<file path="config.mk">
export PLATFORM = sky130hd
export DESIGN_NAME = mrb_rsp_queue_flat
export DESIGN_NICKNAME = d
export VERILOG_FILES = /design/src/rtl/mrb_pkg.sv /design/src/rtl/mrb_if.sv /design/src/rtl/mrb_rsp_queue.sv /design/src/flat_wrapper.sv
export SDC_FILE = /design/constraint.sdc
export NUM_CORES = 1
export LEC_CHECK = 0
export ABC_AREA = 1
export ABC_CLOCK_PERIOD_IN_PS = 2100
export BUFFER_PORTS_ARGS = -buffer_cell sky130_fd_sc_hd__buf_2
export CORE_MARGIN = 2
export CORE_UTILIZATION = 45
export CTS_CLUSTER_SIZE = 16
export DETAILED_ROUTE_END_ITERATION = 8
export MAX_ROUTING_LAYER = met4
export PLACE_DENSITY_LB_ADDON = 0.05
export SLEW_MARGIN = 10
export SYNTH_ARGS = -nofsm -noshare
export SYNTH_HDL_FRONTEND = slang
export SYNTH_SLANG_ARGS = --single-unit
</file>
<file path="constraint.sdc">
create_clock -name clk -period 2.1 [get_ports clk]
set_clock_uncertainty 0.05 [all_clocks]
set_input_delay 0.42 -clock clk [delete_from_list [all_inputs] [get_ports clk]]
set_output_delay 0.42 -clock clk [all_outputs]
set_load 0.005 [all_outputs]
</file>
<file path="src/rtl/mrb_pkg.sv">
package mrb_pkg;

    localparam int PANEL_WIDTH_DEF  = 128;
    localparam int PANEL_HEIGHT_DEF = 64;
    localparam int PAGE_ROWS        = 8;

    localparam int DATA_W      = 8;
    localparam int COL_W       = 7;
    localparam int ROW_W       = 6;
    localparam int PAGE_W      = 3;
    localparam int BIT_W       = 3;
    localparam int X_W         = 8;
    localparam int BCOL_W      = 4;
    localparam int CFG_IDX_W   = 3;
    localparam int CFG_DATA_W  = 8;

    localparam int RSP_QUEUE_DEPTH = 4;
    localparam int RSP_PTR_W       = 2;
    localparam int RSP_CNT_W       = 3;

    localparam logic [BIT_W-1:0] STEP_LAST = 3'd7;

    typedef enum logic {
        CMD_LOAD = 1'b0,
        CMD_READ = 1'b1
    } cmd_t;

    typedef enum logic [CFG_IDX_W-1:0] {
        CFG_AREA_LEFT   = 3'd0,
        CFG_AREA_TOP    = 3'd1,
        CFG_AREA_RIGHT  = 3'd2,
        CFG_AREA_BOTTOM = 3'd3
    } cfg_idx_t;

    typedef struct packed {
        logic              is_read;
        logic              live;
        logic [DATA_W-1:0] src_byte;
        logic [PAGE_W-1:0] page;
        logic [X_W-1:0]    x;
        logic [BIT_W-1:0]  bit_sel;
        logic [7:0]        mask;
        logic              rd_ok;
        logic              area_done;
        logic              status;
    } job_t;

    typedef struct packed {
        logic [DATA_W-1:0] read_data;
        logic              area_done;
        logic              status;
    } rsp_t;

    typedef struct packed {
        logic finished;
    } walk_stat_t;

    typedef struct packed {
        logic clearing;
        logic busy;
    } eng_stat_t;

endpackage

</file>
<file path="src/rtl/mrb_if.sv">


interface mrb_rsp_if import mrb_pkg::*; ();
    logic              valid;
    logic              ready;
    logic [DATA_W-1:0] read_data;
    logic              area_done;
    logic              status;

    modport source (output valid, read_data, area_done, status, input ready);
    modport sink   (input valid, read_data, area_done, status, output ready);
endinterface


</file>
<file path="src/rtl/mrb_rsp_queue.sv">
module mrb_rsp_queue import mrb_pkg::*; (
    input  logic                 clk,
    input  logic                 rst_n,
    input  logic                 push,
    input  rsp_t                 push_data,
    mrb_rsp_if.source            rsp,
    output logic [RSP_CNT_W-1:0] count
);

    rsp_t                 entry_reg [RSP_QUEUE_DEPTH];
    logic [RSP_PTR_W-1:0] wr_ptr_reg, wr_ptr_next;
    logic [RSP_PTR_W-1:0] rd_ptr_reg, rd_ptr_next;
    logic [RSP_CNT_W-1:0] cnt_reg,    cnt_next;
    logic                 pop;
    rsp_t                 head;

    always_comb
    begin
        head          = entry_reg[rd_ptr_reg];
        rsp.valid     = (cnt_reg != '0);
        rsp.read_data = head.read_data;
        rsp.area_done = head.area_done;
        rsp.status    = head.status;
        pop           = rsp.valid && rsp.ready;
        count         = cnt_reg;

        wr_ptr_next = wr_ptr_reg;
        rd_ptr_next = rd_ptr_reg;
        if (push)
        begin
            wr_ptr_next = (wr_ptr_reg == RSP_PTR_W'(RSP_QUEUE_DEPTH - 1)) ? '0
                                                                       : wr_ptr_reg + 1'b1;
        end
        if (pop)
        begin
            rd_ptr_next = (rd_ptr_reg == RSP_PTR_W'(RSP_QUEUE_DEPTH - 1)) ? '0
                                                                       : rd_ptr_reg + 1'b1;
        end
        cnt_next = cnt_reg + RSP_CNT_W'(push) - RSP_CNT_W'(pop);
    end

    always_ff @(posedge clk or negedge rst_n)
    begin
        if (!rst_n)
        begin
            wr_ptr_reg <= '0;
            rd_ptr_reg <= '0;
            cnt_reg    <= '0;
        end
        else
        begin
            wr_ptr_reg <= wr_ptr_next;
            rd_ptr_reg <= rd_ptr_next;
            cnt_reg    <= cnt_next;
        end
    end

    always_ff @(posedge clk)
    begin
        if (push)
        begin
            entry_reg[wr_ptr_reg] <= push_data;
        end
    end

endmodule

</file>
<file path="src/flat_wrapper.sv">
// flat-port wrapper written by rule: the top's interface ports become plain ports
module mrb_rsp_queue_flat import mrb_pkg::*;
  (clk, rst_n, push, push_data, count, rsp_valid, rsp_read_data, rsp_area_done, rsp_status, rsp_ready);
  mrb_rsp_if rsp_i ();
  input  logic clk;
  input  logic rst_n;
  input  logic push;
  input  rsp_t push_data;
  output logic [RSP_CNT_W-1:0] count;
  output wire logic [$bits(rsp_i.valid)-1:0] rsp_valid;
  output wire logic [$bits(rsp_i.read_data)-1:0] rsp_read_data;
  output wire logic [$bits(rsp_i.area_done)-1:0] rsp_area_done;
  output wire logic [$bits(rsp_i.status)-1:0] rsp_status;
  input wire logic [$bits(rsp_i.ready)-1:0] rsp_ready;
  assign rsp_valid = rsp_i.valid;
  assign rsp_read_data = rsp_i.read_data;
  assign rsp_area_done = rsp_i.area_done;
  assign rsp_status = rsp_i.status;
  assign rsp_i.ready = rsp_ready;
  mrb_rsp_queue u_core (.clk(clk), .rst_n(rst_n), .push(push), .push_data(push_data), .rsp(rsp_i), .count(count));
endmodule
</file>
-- After elaboration in Yosys (flattened, before gate mapping)
Memories as Yosys holds them, arrays and structs flattened.
Cells that the tools add are included.
- $add $sub $neg: 4
- equality and inequality tests: 2
- mux-type cells: 4
- reduce and logical (&&, ||, !) cells: 2
- operators by type and width (kind ; count):
    2-bit by 1-bit adder with 2-bit output, second input constant ; 2
    2-bit equality test, second input constant ; 2
    2-bit two-way mux ; 2
    3-bit by 1-bit adder with 3-bit output ; 1
    3-bit nonzero test ; 1
    3-bit by 1-bit subtractor with 3-bit output ; 1
    1-bit two-way mux ; 2
    1-bit logical AND ; 1
- bits in registers: 7
- RAM bits: 40
- bits of input ports: 14
- word-level logic and storage cells: 16
- memories: 1
- memory list (name ; words ; bits a word ; rd ports ; clocked after memory_dff ; wr ports ; line ; text):
    u_core.entry_reg ; 4 ; 10 ; 1 ; 0 ; 1 ; mrb_rsp_queue.sv:10 ; rsp_t entry_reg [RSP_QUEUE_DEPTH];

-- Longest topological paths before layout
- depth in word-level cells: 3
- mapped depth: 12
- mapped depth without buffers: 12

-- Worst setup path before layout
OpenSTA, ideal clock, no wires.
- path kind: register -> register
- start point: reg u_core.cnt_reg[1], in the netlist u_core.count[1]
- end point: reg u_core.cnt_reg[1], in the netlist u_core.count[1]
- setup time: 0.114 ns
- arrival time: 1.759 ns
- required time: 1.936 ns
- path slack: 0.177 ns
- cell stages (with the launch flop): 11
- path buffers: 0
- cells stage by stage: dfrtp_1 -> nor2_1 -> nand2_1 -> nand2_1 -> inv_1 -> ha_1 -> inv_1 -> ha_1 -> inv_1 -> fa_1 -> inv_1
- longest elaborated chain between the ends: 3
- elaborated cells between the ends (all ways): 4
- those cells by class: add/sub: 2; reduce/logical: 2
- ends and longest elaborated chain (what ; line ; text):
    start, declared ; mrb_rsp_queue.sv:13 ; logic [RSP_CNT_W-1:0] cnt_reg, cnt_next;
    start signal, assigned ; mrb_rsp_queue.sv:54 ; cnt_reg <= cnt_next;
    3-bit nonzero test ; mrb_rsp_queue.sv:20 ; rsp.valid = (cnt_reg != '0);
    net rsp_valid ; flat_wrapper.sv:10 ; output wire logic [$bits(rsp_i.valid)-1:0] rsp_valid;
    1-bit logical AND ; mrb_rsp_queue.sv:24 ; pop = rsp.valid && rsp.ready;
    net u_core.pop ; mrb_rsp_queue.sv:14 ; logic pop;
    3-bit by 1-bit subtractor with 3-bit output ; mrb_rsp_queue.sv:39 ; cnt_next = cnt_reg + RSP_CNT_W'(push) - RSP_CNT_W'(pop);
    net u_core.cnt_next[1] ; mrb_rsp_queue.sv:13 ;
The timed path passes the listed nets, and every way through them passes these cells.
A chain may end at the register's enable or synchronous reset.

-- Worst setup path in the final report
- start point: reg u_core.cnt_reg[2], in the netlist u_core.count[2]
- end point: reg u_core.cnt_reg[2], in the netlist u_core.count[2]
- longest elaborated chain between the ends: 3
- elaborated cells between the ends (all ways): 4
- those cells by class: add/sub: 2; reduce/logical: 2
- ends and longest elaborated chain (what ; line):
    3-bit nonzero test ; mrb_rsp_queue.sv:20
    1-bit logical AND ; mrb_rsp_queue.sv:24
    net u_core.pop ; mrb_rsp_queue.sv:14
    3-bit by 1-bit subtractor with 3-bit output ; mrb_rsp_queue.sv:39
    net u_core.cnt_next[2] ; mrb_rsp_queue.sv:13
The timed path passes the listed nets, and every way through them passes these cells.

==> results.py <==
metrics = {
    "job": {
        "maxCapViolCount": 0,
    },
    "place": {
        "hpwlAfterDp_um": 2230,
        "numPortBuffers": 27,
        "gp_congestion": 0.860,
    },
    "synthesis": {
        "ys_ff_latch": 47,
        "netlist_area_um2": 2040,
        "synth_area_leaders": "edfxtp_1, dfrtp_1, nand2_1",
        "synth_top_area_frac": 0.588,
        "synth.distinct_cells": 17,
        "synth.avg_cell_area_um2": 12.2,
        "yosys.area.top_type": "edfxtp_1",
        "synth_nets": 189,
        "synthCells": 167,
        "ys_seq_area_frac": 0.674,
        "ys.warnings.count": 0,
    },
    "critical_path": {
        "critPathTopFamily": "adder cells",
        "cp-end-kind": "flop",
        "crit_type": "reg2reg",
        "crit_chain": "nor2_1, nand2_2, nand2_2, inv_1, ha_1, inv_1, ha_1, inv_1, fa_1, nand2_1, nand2_1",
        "cp_slowest_cell": "dfrtp_1",
        "path_buf_inv": 3,
        "slowest_delay_ns": 0.42,
        "startpoint_type": "flop",
        "required_ns": 2.24,
        "arrival_ns": 2.06,
        "critPathMostFrequentCell": "inv_1",
        "cp_max_fo": 4,
    },
    "detailed_routing": {
        "wl_per_cell_um": 13.2,
        "wl_met3_um": 109,
        "drtIter0Drc": 63,
        "dr.pass1.iters": 4,
        "num_vias": 1215,
        "drc_errors": 0,
        "top_layer": "met4",
        "drt-total-wl_um": 3340,
        "wl_met1_um": 1490,
        "wl_met2_um": 1690,
        "antenna_left": 0,
        "viasPerCell": 4.80,
    },
    "power_and_ir_drop": {
        "internal_power_mw": 2.03,
        "seqPwrFrac": 0.432,
        "swShare": 0.336,
        "pwr-share-comb": 0.362,
        "power.density_nw_per_um2": 1310,
        "p_sw_mw": 1.03,
        "p_total_mw": 3.05,
        "clkPwrFrac": 0.206,
        "p_leak_nw": 1.04,
        "irDropWorstVdd_uv": 538,
    },
    "outcome": {
        "outcome": "complete, no violations",
    },
    "hold_path": {
        "holdCritPathClass": "in2reg",
    },
    "finish": {
        "antenna_cells": 0,
        "largest_register_ffs": 40,
        "seqCellArea_um2": 1380,
        "nFillCells": 388,
        "multiInputGateArea_um2": 483,
        "area_delta_synth_final_pct": 14.2,
        "drive_gt1_frac": 0.204,
        "nNetsFinal": 222,
    },
    "cts": {
        "clk_latency_ns": 0.29,
        "clk_pin_slew_worst_paths_ns": 0.08,
        "numCtsBuffers": 5,
        "cts_sinks": 47,
        "clockRootBuffer": "clkbuf_8",
        "htreeDepth": 2,
        "cts_tree": "done",
        "clockBufferDepth": 2,
    },
    "sta": {
        "report.final.hold_viol_count": 0,
        "fin_crit_sh": 0.916,
        "rsz0062_at_grt": "false",
        "tightestPinTransition_ns": 0.487,
        "fmax_ghz": 0.520,
        "maxSlewViolCount": 0,
        "final.setup.tns_ns": 0,
        "slew-limit-headroom": 0.675,
        "finalSetupViolCount": 0,
        "min_period_ns": 1.92,
    },
    "floorplanning": {
        "die_y_um": 71.4,
        "pin_count": 28,
        "dieArea_um2": 5090,
        "die_width_um": 71.4,
        "row_count": 24,
        "core-area_um2": 4350,
        "initial_core_util": 0.469,
    },
    "grt": {
        "grt_max_degree": 44,
        "globalRouteOverflowTotal": 0,
        "gr-usage-all-layers": 0.160,
        "antenna_found_initial": 0,
        "grt_pass1_vias": 1253,
        "grt_pass1_wl_um": 5850,
    },
}
## logic make-up after synthesis
logic type	synth area share
AOI/OAI and AO/OA	0.0833
xor gates and xnor gates	0.00858
adders and majority gates	0.0527
buffers and inverters	0.0919
DFF	0.674
and+or+nand+nor	0.0895
## cells in the final DEF (no fill, tap or decap)
cell and instances:
inv_1 33, clkinv_1 1, fa_1 1, clkinv_2 1
dlygate4sd3_1 1, nand3_1 2, edfxtp_1 40, o21ai_0 2
buf_2 27, xnor2_1 1, o211ai_1 19, bufinv_16 1
nand2_1 42, xor2_1 1, buf_4 4, nor2_1 2
nand2_2 2, clkbuf_8 5, dfrtp_1 7, ha_1 7
o211ai_2 1, a21oi_1 1
## cell usage after synthesis
| library cell | n |
|---|---|
| dfrtp_1 | 7 |
| fa_1 | 1 |
| edfxtp_1 | 40 |
| o21ai_0 | 2 |
| ha_1 | 7 |
| o211ai_2 | 1 |
| inv_1 | 33 |
| a21oi_1 | 1 |
| o211ai_1 | 19 |
| buf_6 | 4 |
| clkbuf_8 | 1 |
| buf_2 | 1 |
| nand2_1 | 44 |
| nand3_1 | 2 |
| nor2_1 | 2 |
| xnor2_1 | 1 |
| xor2_1 | 1 |
## layer usage
metal / vias up / GRT usage
li1: 618 / -
met1: 569 / 0.188
met2: 21 / 0.267
met3: 7 / 0.0436
met4: 0 / 0.0503
met5: - / -
## final cells by class
class,instances,area share
Clock inverter,3,0.0166
Timing Repair Buffer,32,0.0751
Sequential cell,47,0.590
Clock buffer,5,0.0295
Inverter,33,0.0531
Tap cell,52,0.0279
Multi-Input combinational cell,81,0.207
## per-stage QoR
step                utilization  area (um2)  std cells  worst slack (ns)  hold slack, ns
global route              0.535        2330        253            0.0210           0.274
global placement          0.505        2200        243             0.228           0.208
finish                    0.535        2330        253             0.177           0.284
floorplan                     -        2040        167             0.177          0.0744
detailed placement        0.505        2200        243             0.136           0.220
CTS                       0.532        2320        252             0.126           0.274
## worst paths after layout
kind / start / to / slack [ns] / cells past startpoint
max in group asynchronous: rst_n / u_core.count[0] / 1.41 / 2
min reg2reg: u_core.wr_ptr_reg[0] / u_core.wr_ptr_reg[0] / 0.52 / 1
max: u_core.count[2] / u_core.count[2] / 0.18 / 11
max reg2reg: u_core.count[2] / u_core.count[2] / 0.18 / 11
min: push_data[0] / u_core.entry_reg[3][0] / 0.28 / 1
min in group asynchronous: rst_n / u_core.count[1] / 0.43 / 2
## power by group through the flow
stage               logic, mW  registers (mW)  clock network, mW
CTS                      1.12            1.32              0.649
global placement         1.07            1.33                  0
finish                   1.11            1.32              0.630
global route             1.31            1.34              0.688
detailed placement       1.11            1.34                  0
floorplan               0.776            1.35                  0
## what timing repair did
item,4_1_cts,5_1_grt
setup buffers,0,1
endpoints found under the hold margin,7,0
resized for setup,0,2
setup endpoints to repair,0,2
hold buffers,1,0
Note: power is estimated with default switching activity, not from simulation.
