[src/rtl/mrb_pkg.sv]
package mrb_pkg;

    localparam int PANEL_WIDTH_DEF  = 128;
    localparam int PANEL_HEIGHT_DEF = 64;
    localparam int PAGE_ROWS        = 8;

    localparam int DATA_W      = 8;
    localparam int COL_W       = 7;
    localparam int ROW_W       = 6;
    localparam int PAGE_W      = 3;
    localparam int BIT_W       = 3;
    localparam int X_W         = 8;
    localparam int BCOL_W      = 4;
    localparam int CFG_IDX_W   = 3;
    localparam int CFG_DATA_W  = 8;

    localparam int RSP_QUEUE_DEPTH = 4;
    localparam int RSP_PTR_W       = 2;
    localparam int RSP_CNT_W       = 3;

    localparam logic [BIT_W-1:0] STEP_LAST = 3'd7;

    typedef enum logic {
        CMD_LOAD = 1'b0,
        CMD_READ = 1'b1
    } cmd_t;

    typedef enum logic [CFG_IDX_W-1:0] {
        CFG_AREA_LEFT   = 3'd0,
        CFG_AREA_TOP    = 3'd1,
        CFG_AREA_RIGHT  = 3'd2,
        CFG_AREA_BOTTOM = 3'd3
    } cfg_idx_t;

    typedef struct packed {
        logic              is_read;
        logic              live;
        logic [DATA_W-1:0] src_byte;
        logic [PAGE_W-1:0] page;
        logic [X_W-1:0]    x;
        logic [BIT_W-1:0]  bit_sel;
        logic [7:0]        mask;
        logic              rd_ok;
        logic              area_done;
        logic              status;
    } job_t;

    typedef struct packed {
        logic [DATA_W-1:0] read_data;
        logic              area_done;
        logic              status;
    } rsp_t;

    typedef struct packed {
        logic finished;
    } walk_stat_t;

    typedef struct packed {
        logic clearing;
        logic busy;
    } eng_stat_t;

endpackage

[src/rtl/mrb_if.sv]


interface mrb_cfg_if import mrb_pkg::*; ();
    logic                  valid;
    logic                  ready;
    logic [CFG_IDX_W-1:0]  index;
    logic [CFG_DATA_W-1:0] data;

    modport source (output valid, index, data, input ready);
    modport sink   (input valid, index, data, output ready);
endinterface

[src/rtl/mrb_walker.sv]
module mrb_walker import mrb_pkg::*; #(
    parameter int PANEL_WIDTH  = PANEL_WIDTH_DEF,
    parameter int PANEL_HEIGHT = PANEL_HEIGHT_DEF
) (
    input  logic              clk,
    input  logic              rst_n,
    mrb_cfg_if.sink           cfg,
    input  logic              accept,
    input  logic              cmd,
    input  logic [DATA_W-1:0] src_byte,
    input  logic [PAGE_W-1:0] read_page,
    input  logic [COL_W-1:0]  read_column,
    output job_t              job,
    output walk_stat_t        stat
);

    localparam int PAGE_COUNT = (PANEL_HEIGHT + PAGE_ROWS - 1) / PAGE_ROWS;

    logic [COL_W-1:0]  left_reg,   left_next;
    logic [ROW_W-1:0]  top_reg,    top_next;
    logic [COL_W-1:0]  right_reg,  right_next;
    logic [ROW_W-1:0]  bottom_reg, bottom_next;
    logic [ROW_W-1:0]  row_reg,    row_next;
    logic [BCOL_W-1:0] bcol_reg,   bcol_next;
    logic              fin_reg,    fin_next;

    logic              cfg_fire;
    logic              is_read;
    logic              inverted;
    logic              ignore;
    logic [7:0]        width;
    logic [7:0]        width_up;
    logic [4:0]        row_bytes;
    logic [X_W-1:0]    base_x;
    logic [7:0]        xrel;
    logic [8:0]        xabs;
    logic [7:0]        mask;
    logic              row_in;
    logic [BCOL_W-1:0] bcol_inc;
    logic              wrap;
    logic              last_row;

    assign cfg.ready = 1'b1;
    assign cfg_fire  = cfg.valid && cfg.ready;

    always_comb
    begin
        is_read   = (cmd == CMD_READ);
        inverted  = (right_reg < left_reg) || (bottom_reg < top_reg);
        ignore    = fin_reg || inverted;
        width     = {1'b0, right_reg} - {1'b0, left_reg} + 8'd1;
        width_up  = width + 8'd7;
        row_bytes = width_up[7:3];
        base_x    = {1'b0, left_reg} + {1'b0, bcol_reg, 3'b000};
        row_in    = {2'b00, row_reg} < 8'(PANEL_HEIGHT);
        mask      = '0;
        for (int b = 0; b < 8; b++)
        begin
            xrel    = {1'b0, bcol_reg, 3'b000} + 8'(b);
            xabs    = {1'b0, base_x} + 9'(b);
            mask[b] = (xrel < width) && (xabs < 9'(PANEL_WIDTH)) && row_in;
        end
        bcol_inc = bcol_reg + 4'd1;
        wrap     = ({1'b0, bcol_inc} >= row_bytes) || (bcol_inc == '0);
        last_row = row_reg >= bottom_reg;

        job.is_read   = is_read;
        job.live      = !is_read && !ignore;
        job.src_byte  = src_byte;
        job.page      = is_read ? read_page : row_reg[ROW_W-1:BIT_W];
        job.x         = is_read ? {1'b0, read_column} : base_x;
        job.bit_sel   = row_reg[BIT_W-1:0];
        job.mask      = mask;
        job.rd_ok     = ({2'b00, read_page} < 5'(PAGE_COUNT))
                        && ({2'b00, read_column} < 9'(PANEL_WIDTH));
        job.area_done = !is_read && !ignore && wrap && last_row;
        job.status    = !is_read && ignore;

        stat.finished = fin_reg;
    end

    always_comb
    begin
        left_next   = left_reg;
        top_next    = top_reg;
        right_next  = right_reg;
        bottom_next = bottom_reg;
        row_next    = row_reg;
        bcol_next   = bcol_reg;
        fin_next    = fin_reg;
        if (cfg_fire)
        begin
            unique case (cfg.index)
                CFG_AREA_LEFT:
                begin
                    left_next = cfg.data[COL_W-1:0];
                    row_next  = top_reg;
                    bcol_next = '0;
                    fin_next  = 1'b0;
                end
                CFG_AREA_TOP:
                begin
                    top_next  = cfg.data[ROW_W-1:0];
                    row_next  = cfg.data[ROW_W-1:0];
                    bcol_next = '0;
                    fin_next  = 1'b0;
                end
                CFG_AREA_RIGHT:
                begin
                    right_next = cfg.data[COL_W-1:0];
                    row_next   = top_reg;
                    bcol_next  = '0;
                    fin_next   = 1'b0;
                end
                CFG_AREA_BOTTOM:
                begin
                    bottom_next = cfg.data[ROW_W-1:0];
                    row_next    = top_reg;
                    bcol_next   = '0;
                    fin_next    = 1'b0;
                end
                default:
                begin
                    fin_next = fin_reg;
                end
            endcase
        end
        else if (accept && job.live)
        begin
            if (wrap)
            begin
                bcol_next = '0;
                if (last_row)
                begin
                    fin_next = 1'b1;
                end
                else
                begin
                    row_next = row_reg + 6'd1;
                end
            end
            else
            begin
                bcol_next = bcol_inc;
            end
        end
    end

    always_ff @(posedge clk or negedge rst_n)
    begin
        if (!rst_n)
        begin
            left_reg   <= '0;
            top_reg    <= '0;
            right_reg  <= 7'd127;
            bottom_reg <= 6'd63;
            row_reg    <= '0;
            bcol_reg   <= '0;
            fin_reg    <= 1'b0;
        end
        else
        begin
            left_reg   <= left_next;
            top_reg    <= top_next;
            right_reg  <= right_next;
            bottom_reg <= bottom_next;
            row_reg    <= row_next;
            bcol_reg   <= bcol_next;
            fin_reg    <= fin_next;
        end
    end

endmodule

[src/flat_wrapper.sv]
// flat-port wrapper written by rule: the top's interface ports become plain ports
module mrb_walker_flat import mrb_pkg::*;
#(
    parameter int PANEL_WIDTH  = PANEL_WIDTH_DEF,
    parameter int PANEL_HEIGHT = PANEL_HEIGHT_DEF
)
  (clk, rst_n, accept, cmd, src_byte, read_page, read_column, job, stat, cfg_valid, cfg_index, cfg_data, cfg_ready);
  mrb_cfg_if cfg_i ();
  input  logic clk;
  input  logic rst_n;
  input  logic accept;
  input  logic cmd;
  input  logic [DATA_W-1:0] src_byte;
  input  logic [PAGE_W-1:0] read_page;
  input  logic [COL_W-1:0] read_column;
  output job_t job;
  output walk_stat_t stat;
  input wire logic [$bits(cfg_i.valid)-1:0] cfg_valid;
  input wire logic [$bits(cfg_i.index)-1:0] cfg_index;
  input wire logic [$bits(cfg_i.data)-1:0] cfg_data;
  output wire logic [$bits(cfg_i.ready)-1:0] cfg_ready;
  assign cfg_i.valid = cfg_valid;
  assign cfg_i.index = cfg_index;
  assign cfg_i.data = cfg_data;
  assign cfg_ready = cfg_i.ready;
  mrb_walker #(.PANEL_WIDTH(PANEL_WIDTH), .PANEL_HEIGHT(PANEL_HEIGHT)) u_core (.clk(clk), .rst_n(rst_n), .cfg(cfg_i), .accept(accept), .cmd(cmd), .src_byte(src_byte), .read_page(read_page), .read_column(read_column), .job(job), .stat(stat));
endmodule
[config.mk]
export PLATFORM = sky130hd
export DESIGN_NAME = mrb_walker_flat
export DESIGN_NICKNAME = d
export VERILOG_FILES = /design/src/rtl/mrb_pkg.sv /design/src/rtl/mrb_if.sv /design/src/rtl/mrb_walker.sv /design/src/flat_wrapper.sv
export SDC_FILE = /design/constraint.sdc
export NUM_CORES = 1
export LEC_CHECK = 0
export ABC_CLOCK_PERIOD_IN_PS = 6500
export BUFFER_PORTS_ARGS = -buffer_cell sky130_fd_sc_hd__buf_4
export CAP_MARGIN = 20
export CELL_PAD_IN_SITES_DETAIL_PLACEMENT = 0
export CELL_PAD_IN_SITES_GLOBAL_PLACEMENT = 1
export CORE_ASPECT_RATIO = 0.75
export CORE_MARGIN = 8
export CORE_UTILIZATION = 45
export CTS_CLUSTER_DIAMETER = 50
export CTS_CLUSTER_SIZE = 24
export DETAILED_ROUTE_END_ITERATION = 10
export GPL_ROUTABILITY_DRIVEN = 0
export PLACE_DENSITY = 0.95
export SLEW_MARGIN = 20
export SYNTH_ARGS = -nofsm -noshare
export SYNTH_HDL_FRONTEND = slang
export SYNTH_SLANG_ARGS = --single-unit
[constraint.sdc]
create_clock -name clk -period 6.5 [get_ports clk]
set_input_delay 0 -clock clk [delete_from_list [all_inputs] [get_ports clk]]
set_output_delay 0 -clock clk [all_outputs]
set_load 0.005 [all_outputs]
* Word level (Yosys, flattened, before mapping)
Cells that the tools add are included.
** Cells by class
- Add/sub/neg operators :: 20
- $lt $le $gt $ge :: 20
- Eq/ne operators :: 6
- Muxes and demuxes :: 16
- Reduce and logical (&&, ||, !) cells :: 32
** Operators by type and width (number)
- $lt 9x8->1 const B :: 7
- $lt 8x8->1 :: 7
- $add 8x3->9 const B :: 4
- $add 7x3->8 const B :: 4
- $mux 6 :: 4
- $add 8x2->9 const B :: 2
- $add 7x2->8 const B :: 2
- $mux 4 :: 4
- $logic_and 1x1->1 :: 13
- $pmux 6 s2 :: 1
- $reduce_and 2->1 :: 5
- $add 8x1->9 const B :: 1
- $add 7x1->8 const B :: 1
- $add 7x7->8 :: 1
- $add 8x1->8 const B :: 1
- $add 8x3->8 const B :: 1
- $lt 7x8->1 :: 1
- $lt 8x8->1 const B :: 1
- $mux 8 :: 1
- $reduce_and 4->1 :: 2
- $sub 7x7->8 :: 1
- $lt 7x7->1 :: 1
- $add 6x1->6 const B :: 1
- $eq 3x2->1 const B :: 2
- other kinds (16) :: 26
** Storage, ports and cells
- Bits in registers :: 37
- Logic and storage cells :: 101

* Depth between registers and ports, before layout
Gate-level depths: netlist of the first run.
- Depth after elaboration :: 8
- Mapped depth :: 17

* Least setup slack after synthesis of the first run
Ideal clock, no wire load.
- Kind :: reg2reg
- Start :: register u_core.left_reg[1]
- End :: register u_core.row_reg[1]
- Setup time :: 125 ps
- Arrival time :: 3558 ps
- Required time :: 6375 ps
- Path slack :: 2817 ps
- Stages on the path, launching flop included :: 18
- Cell sequence :: dfrtp_1 inv_1 ha_1 inv_1 ha_1 inv_1 fa_1 xor2_1 a21oi_1 nor2_1 ha_1 nand2b_1 a21o_1 a21o_1 a21oi_1 o22ai_2 a21oi_4 mux2_2
** On the way
- Longest elaborated chain between the ends :: 8
- Elaborated cells between the ends (all ways) :: 14
- Those cells by class :: add/sub (3); order compare (2); reduce/logical (9)
** Ends and longest elaborated chain
- from (decl) :: RTL line mrb_walker.sv:19 : logic [COL_W-1:0] left_reg, left_next;
- from (signal assigned) :: RTL line mrb_walker.sv:163 : left_reg <= left_next;
- branches (longest 7 deep; another with $sub 7x7->8)
- $reduce_and 4->1 (no source line) (*)
- to (signal assigned) :: RTL line mrb_walker.sv:167 : row_reg <= row_next;
- to (decl) :: RTL line mrb_walker.sv:23 : logic [ROW_W-1:0] row_reg, row_next;
Mark *: on every way between the ends.
A chain may end at the register's enable or synchronous reset.

==> results of run 1 <==
==> per-layer routing <==
| layer | track usage [%] | vias to the layer above | part of all wire (%) |
|---|---|---|---|
| li1 | - | 1318 | - |
| met1 | 21.1 | 1285 | 47 |
| met2 | 26.2 | 71 | 46 |
| met3 | 3.51 | 8 | 6.4 |
| met4 | 3.25 | 0 | 0.81 |
| met5 | 0 | - | 0 |
==> cell families after synthesis <==
family,synth area share (%)
flops,29.2
fa+ha+maj,18.4
simple gates,14.7
compound gates,16.2
xor+xnor,3.80
mux,9.81
buf+inv,7.80
other cells,0.116
==> layout make-up <==
type / count / area, um2 / share of cell area, %
inverter: 33 / 124 / 3.26
sequential: 37 / 942 / 24.8
tap: 98 / 123 / 3.23
timing repair buffer: 62 / 488 / 12.8
multi-input combinational: 263 / 2040 / 53.6
clock inverter: 2 / 15.0 / 0.395
clock buffer: 6 / 72.6 / 1.91
==> layout by cell type, fill, tap and decap left out, types with 5 or more instances in the layout <==
cell,Yosys,final
mux2i_1,8,8
dlygate4sd3_1,0,9
ha_1,41,41
nor2_1,15,15
clkbuf_8,0,5
dfrtp_1,24,24
nand3_1,10,10
dfstp_2,13,13
xor2_1,8,8
o21ai_0,31,31
a21o_1,7,7
buf_4,14,53
nand2b_1,8,8
mux2_2,21,21
inv_1,33,33
nand2_1,35,35
a21oi_1,19,19
xnor2_1,6,6
==> path summary, 6_finish.rpt <==
kind,from,end,cells past startpoint,slack [ns]
min in group asynchronous,rst_n,u_core.top_reg[0],2,0.21
setup / recovery,u_core.left_reg[1],job[8],16,2.07
hold / removal,src_byte[0],job[25],0,0.000002
hold reg to reg,u_core.right_reg[1],u_core.right_reg[1],2,0.53
setup reg to reg,u_core.left_reg[1],u_core.row_reg[4],17,2.36
max in group asynchronous,rst_n,u_core.bottom_reg[2],2,5.93
==> power groups by stage <==
stage          Clock, W  Sequential, W  Combinational (W)
3_5_place_dp          0       0.000366           0.000841
6_report       0.000166       0.000363           0.000855
3_3_place_gp          0       0.000361           0.000810
4_1_cts        0.000169       0.000361           0.000851
2_1_floorplan         0       0.000343           0.000629
5_1_grt        0.000179       0.000370           0.000946
==> metrics by stage <==
| step | hold slack, ns | util [%] | total power [W] | instance area [um2] |
|---|---|---|---|---|
| 2_1_floorplan | -0.296 | - | 0.000972 | 3230 |
| 3_3_place_gp | -0.00656 | 52.8 | 0.00117 | 3620 |
| 3_5_place_dp | 0.0000346 | 52.8 | 0.00121 | 3620 |
| 4_1_cts | 0.0000346 | 55.4 | 0.00138 | 3800 |
| 5_1_grt | 0.0000118 | 55.4 | 0.00150 | 3800 |
| 6_report | 0.00000194 | 55.4 | 0.00138 | 3800 |
==> timing repair <==
item,4_1_cts,5_1_grt
setup buffers,0,0
hold endpoints to repair,50,0
hold buffers,9,0
==> results.py, run 1 <==
metrics = {
    "place": {
        "place_ws_ns": 2.39,
        "portBuffers": 51,
        "dp_hpwl_um": 6420,
        "post-place-cells": 484,
    },
    "logic_synthesis": {
        "synth_flop_cell": "dfrtp_1",
        "synth_edf_count": 0,
        "syn_inst": 352,
        "yosys.area.top_type": "dfrtp_1",
        "ys_top_cells_by_area": "dfrtp_1 (19%), ha_1 (16%), dfstp_2 (11%)",
        "yosysWarnings": 0,
        "synth.top_cell.area_share_pct": 18.6,
        "yosysUniqueCellTypes": 49,
        "yosys-top-cells-count": "ha_1 (41), nand2_1 (35), inv_1 (33)",
        "netlist_area_mm2": 0.00323,
        "synth_area_per_cell_um2": 9.16,
        "synth_seq_cells": 37,
        "yosysMostFrequentCell": "ha_1",
        "synth-async-reset-ratio_pct": 100,
        "seq_area_frac_synth_pct": 29.2,
    },
    "critical_path": {
        "end_kind": "primary output",
        "path_buf_inv": 4,
        "critical_path.top_delay_family": "adder cells",
        "worstSetupStartpointType": "register",
        "crit_path_top_delay_cell": "or3_1",
        "arrival_ns": 4.43,
        "crit_type": "register to primary output",
        "crit_fanout": 7,
        "crit_chain": "inv_1 > ha_1 > inv_1 > ha_1 > inv_1 > fa_1 > nor2b_1 > o31ai_1 > xor2_1 > ha_1 > a21o_1 > a21oi_1 > o21ai_0 > or3_1 > a311oi_1 > buf_4",
        "worstPathRequired_ns": 6.50,
        "crit_path_max_incr_delay_ns": 0.49,
    },
    "power_and_ir_drop": {
        "vdd_ir_drop_max_v": 0.000110,
        "p_leak_nw": 1.81,
        "p_per_area_mw_per_mm2": 364,
        "p_switching_w": 0.000602,
        "pwr-share-comb_pct": 61.8,
        "internal_power_w": 0.000781,
        "p_clk_share_pct": 12.0,
        "power_frac_seq_pct": 26.3,
        "switching_share_pct": 43.5,
    },
    "route": {
        "dr.pass1.iters": 4,
        "post_drt_wl_per_cell_um": 16.1,
        "wl_um": 8060,
        "drc": 0,
        "drtIter0Drc": 130,
        "vias": 2682,
        "ant_nets": 0,
        "vias_per_cell": 5.35,
    },
    "floorplanning": {
        "die_x_um": 114,
        "core_mm2": 0.00686,
        "start_util_pct": 47.0,
        "placement_rows": 26,
        "die_area_mm2": 0.0102,
        "io_pins": 71,
        "die_h_um": 89.3,
    },
    "clock_tree": {
        "numCtsBuffers": 5,
        "clk_latency_ns": 0.30,
        "cts_tree": "built",
        "clk_pin_slew_ns": 0.08,
        "clkSinkCount": 37,
        "ctsLongestPathBuffers": 2,
        "cts_resized": 0,
        "root_buffer": "clkbuf_8",
        "htreeDepth": 2,
    },
    "global_route": {
        "grt_use_total_pct": 16.0,
        "grt_pass1_vias": 2647,
        "grt_overflow": 0,
        "antenna_found_initial": 0,
        "grt_pass1_wl_um": 12900,
        "grt_max_degree": 38,
    },
    "timing": {
        "finalHoldViolations": 0,
        "max_freq_mhz": 226,
        "finalWorstSetupSlack_ns": 2.07,
        "slew_headroom_pct": 43.7,
        "report.final.slew_viol_count": 0,
        "worst_pin_slew_ns": 0.844,
        "tns_ns": 0,
        "fin_skew_ns": 0.0106,
        "rsz0062_at_grt": "no",
        "min_period_ns": 4.43,
        "finalSetupViolations": 0,
        "min_period_over_period_pct": 68.2,
    },
    "layout": {
        "fin_nets": 481,
        "drive_gt1_share_pct": 26.1,
        "fillers": 639,
        "fin_cells": 501,
        "diodes": 0,
        "area_growth_pct": 17.8,
    },
    "run": {
        "max_cap_viol_count": 0,
    },
    "worst_hold_path": {
        "hold_path_class": "input port to primary output",
    },
    "outcome": {
        "outcome": "completed",
    },
}
(Power assumes the default switching activity.)
==> run 2: changes to the inputs <==
Settings changed: ABC_CLOCK_PERIOD_IN_PS 6500 to 4200, CORE_UTILIZATION 45 to 42, PLACE_DENSITY 0.95 to 0.92.
Clock period 6.5 ns to 4.2 ns, I/O delays scaled along.
==> run 2 against run 1 <==
Net effect:
- wire length down 2.2%
- clock power up 54%
- register-to-register slack worse by 2.1 ns
- first-iteration DRC count down 6.9%
- global-route usage down 0.82 points
- via count up 1.2%
- highest routed layer unchanged
- worst hold slack about the same
==> results.py, run 2 (synthesized netlist as in run 1, its figures left out) <==
metrics = {
    "outcome": {
        "outcome": "completed",
    },
    "floorplanning": {
        "die_area_mm2": 0.0108,
        "placement_rows": 27,
        "core_mm2": 0.00740,
        "die_x_um": 117,
        "io_pins": 71,
        "start_util_pct": 43.6,
        "die_h_um": 91.9,
    },
    "timing": {
        "min_period_over_period_pct": 96.1,
        "finalSetupViolations": 0,
        "max_freq_mhz": 248,
        "finalHoldViolations": 0,
        "report.final.slew_viol_count": 0,
        "worst_pin_slew_ns": 0.768,
        "whs_ns": 0.00000198,
        "rsz0062_at_grt": "no",
        "fin_skew_ns": 0.00736,
        "tns_ns": 0,
        "slew_headroom_pct": 48.8,
        "min_period_ns": 4.03,
    },
    "clock_tree": {
        "htreeDepth": 2,
        "cts_tree": "built",
        "clkSinkCount": 37,
        "numCtsBuffers": 5,
        "clk_pin_slew_ns": 0.08,
        "clk_latency_ns": 0.29,
        "root_buffer": "clkbuf_8",
        "ctsLongestPathBuffers": 2,
    },
    "critical_path": {
        "r2r_end": "u_core.row_reg[5]",
        "worstSetupStartpointType": "register",
        "reg2reg_slack_ns": 0.23,
        "crit_fanout": 8,
        "rr_startpoint": "u_core.left_reg[1]",
        "crit_type": "register to primary output",
        "end_kind": "primary output",
        "r2r_cells": 17,
        "arrival_ns": 4.03,
        "worstPathRequired_ns": 4.20,
    },
    "route": {
        "vias": 2714,
        "post_drt_wl_per_cell_um": 15.6,
        "ant_nets": 0,
        "wl_um": 7890,
        "drc": 0,
        "drtIter0Drc": 121,
        "dr.pass1.iters": 5,
        "vias_per_cell": 5.36,
    },
    "layout": {
        "diodes": 0,
        "final_cell_mix": "buf_4 (55), ha_1 (41), nand2_1 (35), inv_1 (33), o21ai_0 (31)",
        "drive_gt1_share_pct": 28.1,
        "fin_nets": 483,
        "area_growth_pct": 19.3,
        "layout_commonest_cell": "buf_4",
    },
    "worst_hold_path": {
        "min_to": "job[28]",
        "hold_depth": 0,
        "worstHoldStart": "src_byte[3]",
        "hold_path_class": "input port to primary output",
    },
    "power_and_ir_drop": {
        "p_per_area_mw_per_mm2": 568,
        "power_frac_seq_pct": 25.7,
        "p_leak_nw": 1.82,
        "internal_power_w": 0.00124,
        "p_clk_share_pct": 11.7,
        "vdd_ir_drop_max_v": 0.000207,
        "pwr-share-comb_pct": 62.6,
        "switching_share_pct": 43.1,
        "p_switching_w": 0.000944,
    },
    "global_route": {
        "grt_overflow": 0,
        "grt_pass1_vias": 2651,
        "antenna_found_initial": 0,
        "grt_max_degree": 38,
        "grt_use_total_pct": 15.1,
        "grt_pass1_wl_um": 12900,
    },
    "place": {
        "portBuffers": 51,
        "dp_hpwl_um": 6370,
    },
    "run": {
        "max_cap_viol_count": 0,
    },
}
run 2: critical path, cell delays in order (launching register included):
cell,delay [ns]
dfstp_2,0.54
ha_1,0.17
inv_1,0.06
fa_2,0.62
or3b_2,0.47
a211o_1,0.30
o311ai_2,0.14
ha_1,0.33
a21oi_1,0.12
o21ai_0,0.12
or3_1,0.45
a221oi_1,0.26
buf_4,0.17
run 2: through the flow:
step	cell area, um2	cells	worst slack (ns)	total power, W	util [%]
floorplan	3230	353	0.517	0.00150	-
global placement	3630	487	0.243	0.00180	49.0
detailed placement	3630	488	0.140	0.00185	49.1
CTS	3800	504	0.0991	0.00212	51.3
global route	3850	506	0.00502	0.00239	52.0
finish	3850	506	0.165	0.00219	52.0
run 2: power groups by stage:
stage / Clock [W] / Combinational [W] / Sequential [W]
floorplan: 0 / 0.000973 / 0.000532
global placement: 0 / 0.00124 / 0.000562
detailed placement: 0 / 0.00128 / 0.000567
CTS: 0.000260 / 0.00130 / 0.000560
global route: 0.000278 / 0.00154 / 0.000575
finish: 0.000255 / 0.00137 / 0.000562
run 2: final cells by class:
class                   count  area [um2]
clock inverters             2        15.0
fillers                   659        3550
repair buffers             64         498
inverters                  33         124
flip-flops and latches     37         943
clock buffers               6        72.6
well taps                 101         126
multi-input cells         263        2070
run 2: timing repair:
item | in CTS | in global routing
buffers inserted | 0 | 2
hold buffers | 8 | 0
endpoints found under the setup margin | 0 | 10
hold endpoints to repair | 50 | 0
gates resized for setup | 0 | 7
run 2: how the worst max path moves through the flow:
stage,slack (ns),start,depth (start not counted),end
floorplan,0.52,u_core.left_reg[1],17,u_core.row_reg[1]
global placement,0.24,u_core.left_reg[1],17,u_core.row_reg[1]
detailed placement,0.14,u_core.left_reg[1],17,u_core.row_reg[1]
CTS,0.1,u_core.left_reg[1],16,job[8]
global route,0.005,u_core.right_reg[5],12,job[8]
finish,0.17,u_core.right_reg[5],12,job[9]
run 2: routing by layer:
| layer | wire length [um] | up-vias | track usage [%] |
|---|---|---|---|
| li1 | - | 1325 | - |
| met1 | 3870 | 1301 | 21.0 |
| met2 | 3400 | 75 | 22.4 |
| met3 | 461 | 13 | 3.34 |
| met4 | 154 | 0 | 5.42 |
| met5 | 0 | - | 0 |
==> run 3: changes to the inputs <==
Settings changed: CORE_MARGIN 8 to not set, GPL_TIMING_DRIVEN set to 0.
==> run 3 against run 2 <==
Net effect:
- worst hold slack improved by 0.11 ns
- first-iteration DRC count rose by 32%
- via count rose by 2.6%
- die area fell by 25%
- global-route usage rose by 6.1 points
- cell area rose by 6.5%
- power rose by 6.8%
- setup slack got worse by 0.012 ns
- non-clock buffer count rose by 29
- combinational power rose by 6%
- cell count rose by 5.7%
- register-to-register slack got worse by 0.05 ns
==> results.py, run 3 (synthesized netlist as in run 1, its figures left out) <==
metrics = {
    "layout": {
        "fin_nets": 512,
        "area_growth_pct": 27.0,
        "drive_gt1_share_pct": 32.7,
        "fin_util_pct": 55.4,
        "final_cell_mix": "buf_4 (78), ha_1 (41), nand2_1 (35), inv_1 (32), o21ai_0 (30)",
        "layout_commonest_cell": "buf_4",
        "diodes": 0,
    },
    "critical_path": {
        "critical_path.top_delay_family": "adder cells",
        "worstSetupStartpointType": "register",
        "crit_chain": "ha_1 > inv_1 > fa_2 > or3b_2 > a211o_1 > o311ai_2 > ha_1 > a21oi_2 > o21ai_2 > or3_4 > a311oi_2 > buf_4",
        "crit_path_top_delay_cell": "fa_2",
        "path_buf_inv": 2,
        "arrival_ns": 4.05,
        "crit_fanout": 7,
        "crit_type": "register to primary output",
        "crit_path_frequent_cell": "ha_1",
        "end_kind": "primary output",
        "crit_path_max_incr_delay_ns": 0.65,
        "worstPathRequired_ns": 4.20,
    },
    "clock_tree": {
        "cts_tree": "built",
        "ctsLongestPathBuffers": 2,
        "numCtsBuffers": 5,
        "clk_pin_slew_ns": 0.08,
        "root_buffer": "clkbuf_8",
        "htreeDepth": 2,
        "clkSinkCount": 37,
        "clk_latency_ns": 0.30,
    },
    "timing": {
        "finalHoldViolations": 0,
        "max_freq_mhz": 247,
        "finalWorstSetupSlack_ns": 0.154,
        "tns_ns": 0,
        "worst_pin_slew_ns": 0.803,
        "report.final.slew_viol_count": 0,
        "min_period_ns": 4.05,
        "finalSetupViolations": 0,
        "min_period_over_period_pct": 96.3,
        "slew_headroom_pct": 46.5,
        "fin_skew_ns": 0.00892,
    },
    "floorplanning": {
        "die_h_um": 77.9,
        "core_mm2": 0.00740,
        "start_util_pct": 43.6,
        "die_area_mm2": 0.00804,
        "placement_rows": 27,
        "io_pins": 71,
        "die_x_um": 103,
    },
    "place": {
        "place_ws_ns": 0.0950,
        "portBuffers": 58,
        "dp_hpwl_um": 6220,
    },
    "global_route": {
        "grt_use_total_pct": 21.2,
        "grt_pass1_wl_um": 13000,
        "grt_pass1_vias": 2650,
        "grt_overflow": 0,
        "grt_max_degree": 38,
        "antenna_found_initial": 0,
    },
    "power_and_ir_drop": {
        "vdd_ir_drop_max_v": 0.000183,
        "p_per_area_mw_per_mm2": 570,
        "p_leak_nw": 1.96,
    },
    "route": {
        "vias_per_cell": 5.21,
        "drtIter0Drc": 160,
        "ant_nets": 0,
        "dr.pass1.iters": 4,
        "drc": 0,
        "vias": 2785,
        "wl_um": 7970,
        "post_drt_wl_per_cell_um": 14.9,
    },
    "run": {
        "max_cap_viol_count": 0,
    },
    "worst_hold_path": {
        "hold_path_class": "input port to register",
    },
    "outcome": {
        "outcome": "completed",
    },
}
run 3: routing by layer:
layer / GRT usage [%] / wire length (um)
met1: 31.0 / 4010
met2: 32.7 / 3500
met5: 0 / 0
met4: 4.08 / 49
met3: 3.60 / 408
run 3: metrics by stage:
step	cell area, um2	instances	total power [W]	hold WS, ns
after floorplan	3230	353	0.00150	-0.296
after global placement	3790	512	0.00183	-0.00887
after detailed placement	3790	512	0.00189	-0.000173
after CTS	4000	530	0.00224	0.105
after global routing	4100	535	0.00255	0.130
final	4100	535	0.00233	0.107
run 3: what timing repair did:
item | in CTS | in global routing
setup buffers | 1 | 5
setup endpoints to repair | 2 | 10
gates cloned | 0 | 0
hold endpoints to repair | 50 | 0
pin swaps | 1 | 4
resized for setup | 1 | 13
hold buffers | 9 | 0
run 3: area by class of cell:
type	count	area (um2)
flip-flops and latches	37	943
clock inverters	2	38.8
multi-input cells	263	2090
inverters	33	124
fillers	660	3300
plain buffers	20	128
clock buffers	6	72.6
well taps	101	126
repair buffers	73	571
run 3: worst min-delay path: stages:
cell	delay, ns
buf_4	0.09
nor3_1	0.11
nand2_1	0.08
o21ai_0	0.07
run 3: worst paths after layout:
path,from,endpoint,slack [ns],cells after the start
max,u_core.right_reg[5],job[8],0.15,12
min,cfg_index[1],u_core.left_reg[1],0.11,4
max reg2reg,u_core.right_reg[5],u_core.row_reg[4],0.18,13
min reg2reg,u_core.right_reg[1],u_core.right_reg[1],0.54,2
max in group asynchronous,rst_n,u_core.bottom_reg[0],3.64,2
min in group asynchronous,rst_n,u_core.top_reg[1],0.20,2
run 3: report_power, final:
part           internal [W]  switching, W
clock network      0.000178      0.000140
registers          0.000460      0.000103
logic              0.000718      0.000735
